**src/rtl/rfc_pkg.sv**
```systemverilog
// Shared types, constants and the CRC byte function of the response frame checker.
`timescale 1ns / 1ps

package rfc_pkg;

  localparam int unsigned MAX_FRAME_DEF = 255;
  localparam int unsigned CFG_IDX_W     = 8;

  localparam logic [7:0] HDR_LEN    = 8'd11;
  localparam logic [7:0] CMD_POS    = 8'd11;
  localparam logic [7:0] LEN_POS    = 8'd15;
  localparam logic [7:0] BODY_START = 8'd16;
  localparam logic [7:0] MIN_BODY   = 8'd8;
  localparam logic [8:0] CRC_END    = 9'd7;

  localparam logic [7:0]  SYNC_HI     = 8'h55;
  localparam logic [7:0]  SYNC_LO     = 8'hAA;
  localparam logic [31:0] CRC_POLY    = 32'hEDB8_8320;
  localparam logic [31:0] CRC_INIT    = 32'hFFFF_FFFF;
  localparam logic [31:0] SUFFIX_WORD = 32'h0000_AA55;

  localparam logic [7:0] CMD_CODE_RST   = 8'h07;
  localparam logic [7:0] MIN_LENGTH_RST = 8'd12;

  typedef enum logic [CFG_IDX_W-1:0] {
    REG_COMMAND_CODE = 8'd0,
    REG_MIN_LENGTH   = 8'd1
  } cfg_reg_e;

  typedef enum logic [1:0] {
    ST_OK       = 2'd0,
    ST_DATA_ERR = 2'd1,
    ST_SIZE_ERR = 2'd2,
    ST_CRC_ERR  = 2'd3
  } status_e;

  typedef struct packed {
    logic [7:0] data;
    logic       last;
  } byte_req_t;

  function automatic logic [7:0] hdr_byte(input logic [3:0] pos);
    logic [7:0] val;
    unique case (pos)
      4'd2:    val = SYNC_HI;
      4'd3:    val = SYNC_LO;
      default: val = 8'h00;
    endcase
    return val;
  endfunction

  function automatic logic [31:0] crc_byte(input logic [31:0] crc_in, input logic [7:0] b);
    logic [31:0] crc;
    crc = crc_in ^ {24'h0, b};
    for (int k = 0; k < 8; k++) begin
      crc = crc[0] ? ((crc >> 1) ^ CRC_POLY) : (crc >> 1);
    end
    return crc;
  endfunction

endpackage

```
**src/rtl/rfc_frame.sv**
```systemverilog
// Per-frame state of the checker: field checks, running CRC, tail window and status.
`timescale 1ns / 1ps

module rfc_frame #(
  parameter int unsigned MAX_FRAME = rfc_pkg::MAX_FRAME_DEF
) (
  input  logic               clk_i,
  input  logic               rst_ni,
  input  logic               step_i,
  input  rfc_pkg::byte_req_t req_i,
  input  logic [7:0]         command_code_i,
  input  logic [7:0]         min_length_i,
  output rfc_pkg::status_e   status_o
);

  localparam logic [7:0] MaxCount = 8'(MAX_FRAME);

  logic [7:0]  count_q, count_d;
  logic [7:0]  len_q, len_d;
  logic [31:0] crc_q, crc_d;
  logic [31:0] hist_q, hist_d;
  logic [63:0] tail_q, tail_d;
  logic        hdr_bad_q, hdr_bad_d;
  logic        body_bad_q, body_bad_d;
  logic        too_long;
  logic        hdr_miss;
  logic [8:0]  crc_last;

  assign too_long = count_q >= MaxCount;
  assign len_d    = (!too_long && count_q == rfc_pkg::LEN_POS) ? req_i.data : len_q;
  assign crc_last = {1'b0, len_d} + rfc_pkg::CRC_END;

  always_comb begin
    hdr_miss = 1'b0;
    if (count_q < rfc_pkg::HDR_LEN) begin
      hdr_miss = req_i.data != rfc_pkg::hdr_byte(count_q[3:0]);
    end else if (count_q == rfc_pkg::CMD_POS) begin
      hdr_miss = req_i.data != command_code_i;
    end else if (count_q < rfc_pkg::LEN_POS) begin
      hdr_miss = req_i.data != 8'h00;
    end
  end

  always_comb begin
    count_d    = count_q;
    crc_d      = crc_q;
    hist_d     = hist_q;
    tail_d     = tail_q;
    hdr_bad_d  = hdr_bad_q;
    body_bad_d = body_bad_q;
    if (!too_long) begin
      count_d   = count_q + 8'd1;
      crc_d     = rfc_pkg::crc_byte(crc_q, req_i.data);
      tail_d    = {tail_q[55:0], req_i.data};
      hdr_bad_d = hdr_bad_q | hdr_miss;
      if (count_q >= rfc_pkg::BODY_START && {1'b0, count_q} <= crc_last &&
          req_i.data != 8'h00) begin
        body_bad_d = 1'b1;
      end
      if (count_q >= rfc_pkg::LEN_POS && {1'b0, count_q} == crc_last) begin
        hist_d = ~crc_d;
      end
    end
  end

  always_comb begin
    if (hdr_bad_d) begin
      status_o = rfc_pkg::ST_DATA_ERR;
    end else if (too_long || count_d < rfc_pkg::BODY_START ||
                 (count_d - rfc_pkg::BODY_START) != len_d ||
                 len_d < min_length_i || len_d < rfc_pkg::MIN_BODY) begin
      status_o = rfc_pkg::ST_SIZE_ERR;
    end else if (body_bad_d) begin
      status_o = rfc_pkg::ST_DATA_ERR;
    end else if (tail_d[63:32] != hist_d) begin
      status_o = rfc_pkg::ST_CRC_ERR;
    end else if (tail_d[31:0] != rfc_pkg::SUFFIX_WORD) begin
      status_o = rfc_pkg::ST_DATA_ERR;
    end else begin
      status_o = rfc_pkg::ST_OK;
    end
  end

  always_ff @(posedge clk_i or negedge rst_ni) begin
    if (!rst_ni) begin
      count_q    <= '0;
      len_q      <= '0;
      crc_q      <= rfc_pkg::CRC_INIT;
      hist_q     <= '0;
      tail_q     <= '0;
      hdr_bad_q  <= 1'b0;
      body_bad_q <= 1'b0;
    end else if (step_i) begin
      if (req_i.last) begin
        count_q    <= '0;
        len_q      <= '0;
        crc_q      <= rfc_pkg::CRC_INIT;
        hist_q     <= '0;
        tail_q     <= '0;
        hdr_bad_q  <= 1'b0;
        body_bad_q <= 1'b0;
      end else begin
        count_q    <= count_d;
        len_q      <= len_d;
        crc_q      <= crc_d;
        hist_q     <= hist_d;
        tail_q     <= tail_d;
        hdr_bad_q  <= hdr_bad_d;
        body_bad_q <= body_bad_d;
      end
    end
  end

endmodule

```
**config.mk**
```make
export PLATFORM = sky130hd
export DESIGN_NAME = rfc_frame
export DESIGN_NICKNAME = d
export VERILOG_FILES = /design/src/rtl/rfc_pkg.sv /design/src/rtl/rfc_frame.sv
export SDC_FILE = /design/constraint.sdc
export NUM_CORES = 1
export LEC_CHECK = 0
export BUFFER_PORTS_ARGS = -buffer_cell sky130_fd_sc_hd__buf_2
export CAP_MARGIN = 25
export CELL_PAD_IN_SITES_DETAIL_PLACEMENT = 0
export CELL_PAD_IN_SITES_GLOBAL_PLACEMENT = 1
export CORE_ASPECT_RATIO = 1.75
export CORE_MARGIN = 10
export CORE_UTILIZATION = 50
export CTS_CLUSTER_DIAMETER = 100
export DETAILED_ROUTE_END_ITERATION = 16
export PLACE_DENSITY_LB_ADDON = 0.1
export SETUP_SLACK_MARGIN = 0.4
export SYNTH_ARGS = -nofsm -noshare
export SYNTH_HDL_FRONTEND = slang
export SYNTH_SLANG_ARGS = --single-unit
```
**constraint.sdc**
```tcl
create_clock -name clk_i -period 7.4 [get_ports clk_i]
set_input_delay 0.74 -clock clk_i [delete_from_list [all_inputs] [get_ports clk_i]]
set_output_delay 0.74 -clock clk_i [all_outputs]
set_load 0.02 [all_outputs]
```
==> results.md <==
* Status: complete, no violations
* Global-route met2 utilization at 42.8%
* Number of global-route vias before repair at 7,454
* Number of setup violations in the final report at 0
* Final Power at 0.00329 W
* Met1 track demand over resource at 25.7%
* Number of design rule violations left after detail routing at 0
* Detail Placement HPWL at 20,300 um
* Root Buffer: sky130_fd_sc_hd__clkbuf_16
* Count of H-tree levels built during CTS at 4
* Synth unique cells at 68
* Initial core utilization at 50.5%
* Hold/Removal Path Class: input port to async pin
* Critical R2R Launch: count_q[5]
* Sequential share of the synthesized area at 42.1%
* Synth Warn # at 0
* Fraction of final layout cells sized beyond drive strength 1 at 15.8%
* Met3 routing resource usage after global routing at 4.13%
* Reg-to-reg endpoint: hist_q[26]
* Detailed Routing Iterations Pass 1 at 5
* Reg-to-reg setup timing slack at 2690 ps
* Synthesized Nets at 928
* RSZ-0062 raised after global routing: false
* Routed vias at 7,275
* Hold Violations, Final at 0
* Clock slew at the register clock pins of the worst setup and hold paths at 70 ps
* Crit start category: flop
* Transition time at the pin with the least slew margin at 999 ps
* Layout fillers at 1,535
* Length in cells of the worst reg-to-reg path at 18
* Number of max-capacitance violations reported at 0
* Leakage power summed over all cells at 4.37 nW
* First-iteration detailed-routing DRC count at 498
* Total routing usage reported by global routing at 23.9%
* Ys flop type: sky130_fd_sc_hd__dfrtp_1
* Kind of critical path: flop to primary output
* Share of the clock period used by the worst path after layout at 88.4%
* CP endpoint kind: primary output
* Weighted congestion at the end of routability-driven global placement at 0.976
* Port bufs at 29
* Maximum fanout along the worst path at 17
* Horiz. Die Dim at 120 um
* Routed length per placed instance at 24.4 um
* Placement Rows at 64
* Smallest setup slack after layout at 862 ps
* Most crowded layer after global routing: met2
* Clock Skews at 12.0 ps
* Relative slew slack at 33.4%
* Area added between synthesis and finish at 11.9%
* Number of routed nets with antenna violations at 0
* Number of clock buffers inserted by TritonCTS at 17
* Overflow after GRT at 0
* Count of clock tree sinks at 146
* Share of flip-flops with an asynchronous set or reset after synthesis at 100%
* Post-layout minimum cycle time at 6540 ps
* Count of nets after finishing at 938
* Synthesized area per cell at 9.97 um^2
* Number of antenna violations at the first check in global routing at 0
* Global-route wire length before repair at 43,200 um
* Post-cts hold buffer count at 0
* Number of cells after detailed placement at 1,099
* CORE AREA at 17,400 um^2
* Data required time at the worst endpoint at 6660 ps
* Height of the die at 195 um
* Post-Layout Cell Count at 1,135
* Number of instances in the synthesized netlist at 881
* Number of enable-type register cells in the synthesized netlist at 0
* CP arrival at 5800 ps
* Post-Synthesis Cell Area at 8780 um^2
* Pin count of the biggest net entering global routing at 85
* Number of inserted diodes at 0
* Tightest hold margin at 286 ps
* Per-cell via count in the routed design at 6.41
* Fin. max-slew vios at 0
* Count of state elements after synthesis at 146
* Total Wirelength at 27,700 um
* Sum of negative setup slack at 0 ps
* FMAX at 153 MHz
* Max Root-Sink Buffers at 2
* Area of the die at 23,500 um^2
* Clock tree from TritonCTS: yes
* Dpl ws at 820 ps
* Number of top-level pins at 30
* Clock network latency to the later pin of the worst-skew pair at 440 ps
* Peak VDD IR at 0.000417 V
* Power density of the placed cells at 335 nW/um^2
-- power by group --
part           total, W  switching (W)  internal (W)  leakage (nW)
Sequential     0.000998      0.0000682      0.000929          1.91
Combinational   0.00148       0.000920      0.000556          2.20
Clock          0.000815       0.000376      0.000439         0.267
Total           0.00329        0.00136       0.00192          4.37
-- synth_stat cells, drive strengths merged (3+ instances only) --
| library cell | instances | area (um^2) |
|---|---|---|
| dfrtp | 114 | 2850 |
| a22o | 93 | 816 |
| a21oi | 74 | 370 |
| nor2 | 63 | 239 |
| xnor2 | 56 | 513 |
| clkbuf | 52 | 195 |
| inv | 35 | 131 |
| dfstp | 32 | 841 |
| xor2 | 30 | 289 |
| o21ai | 29 | 145 |
| nand2 | 28 | 105 |
| nand4 | 28 | 175 |
| nand3 | 22 | 110 |
| nor3 | 20 | 100 |
| ha | 19 | 238 |
| mux2i | 19 | 190 |
| o22ai | 19 | 119 |
| and3 | 13 | 81.3 |
| or4 | 13 | 98.9 |
| xnor3 | 11 | 249 |
| buf | 9 | 37.5 |
| a211o | 8 | 70.1 |
| nor4 | 8 | 65.1 |
| o21a | 7 | 52.6 |
| or3 | 7 | 43.8 |
| o2111ai | 6 | 52.6 |
| a211oi | 5 | 37.5 |
| a21o | 5 | 37.5 |
| nand2b | 5 | 31.3 |
| o211ai | 5 | 37.5 |
| a21boi | 4 | 30.0 |
| mux2 | 4 | 45.0 |
| a2111oi | 3 | 32.5 |
| o31ai | 3 | 22.5 |
| xor3 | 3 | 72.6 |
-- worst max-delay path, cell delays in order (launching register included) --
cell and delay (ps):
sky130_fd_sc_hd__dfrtp_1 490, sky130_fd_sc_hd__nor4_4 300, sky130_fd_sc_hd__buf_4 190, sky130_fd_sc_hd__and2_1 150, sky130_fd_sc_hd__buf_4 220, sky130_fd_sc_hd__nor2_1 60
sky130_fd_sc_hd__a21oi_1 480, sky130_fd_sc_hd__nand3_1 270, sky130_fd_sc_hd__nand3_1 170, sky130_fd_sc_hd__xnor2_1 80, sky130_fd_sc_hd__ha_1 300, sky130_fd_sc_hd__nand4_1 150
sky130_fd_sc_hd__nor2_4 190, sky130_fd_sc_hd__and3_4 340, sky130_fd_sc_hd__a21oi_1 110, sky130_fd_sc_hd__or3_1 350, sky130_fd_sc_hd__a221o_1 360, sky130_fd_sc_hd__nor4_1 340
sky130_fd_sc_hd__nand3_1 260, sky130_fd_sc_hd__o31a_1 350, sky130_fd_sc_hd__buf_2 160
-- per-layer routing --
metal | routed length (um) | vias to the layer above
met5 | 0 | -
met4 | 1390 | 0
met3 | 1130 | 73
met2 | 14700 | 231
met1 | 10400 | 3672
li1 | - | 3299
-- cell families (layout without fill, tap and decap cells) --
logic type	Yosys count	after routing	synth area share [%]
xor gates and xnor gates	100	100	12.8
muxes	23	23	2.68
adders and majority gates	19	19	2.71
buffers and inverters	96	119	4.15
and+or+nand+nor	218	218	13.0
AOI/OAI and AO/OA	279	279	22.6
DFF	146	146	42.1
-- layout make-up --
type	instances	area (um^2)	area share [%]
Multi-Input combinational cell	639	4790	48.8
Timing Repair Buffer	52	364	3.71
Clock inverter	14	121	1.24
Tap cell	231	289	2.94
Clock buffer	18	429	4.37
Inverter	35	131	1.34
Sequential cell	146	3690	37.6
-- repair_timing --
action	4_1_cts	5_1_grt
pin swaps	0	1
gates resized for setup	3	6
endpoints found under the setup margin	1	2
buffers inserted	0	3
-- how the worst max path moves through the flow --
stage,to,depth (start not counted),start
after floorplan,status_o[0],26,count_q[1]
after detailed placement,status_o[0],20,count_q[6]
after CTS,status_o[0],20,count_q[6]
after global placement,status_o[0],19,count_q[6]
final,status_o[0],20,count_q[5]
after global routing,status_o[0],21,count_q[0]
-- sequential cells by signal, summed over array words and instances, names as in the netlist --
register,cells
tail_q,64
crc_q,32
hist_q,32
count_q,8
len_q,8
body_bad_q,1
hdr_bad_q,1
-- stage by stage --
stage	cell area [um^2]	util, %
2_1_floorplan	8780	-
4_1_cts	9750	56.1
5_1_grt	9820	56.5
6_report	9820	56.5
3_3_place_gp	9150	52.7
3_5_place_dp	9190	52.9
-- cells in the final DEF, fill, tap and decap left out, drive strengths merged, types with 20 or more instances in the layout --
cell type and count:
nand3 22, nor2 63, nand2 28, xor2 30
nor3 20, a21oi 74, nand4 28, dfrtp 114
o21ai 29, inv 43, xnor2 56, a22o 93
buf 52, dfstp 32
(Power assumes the default switching activity.)
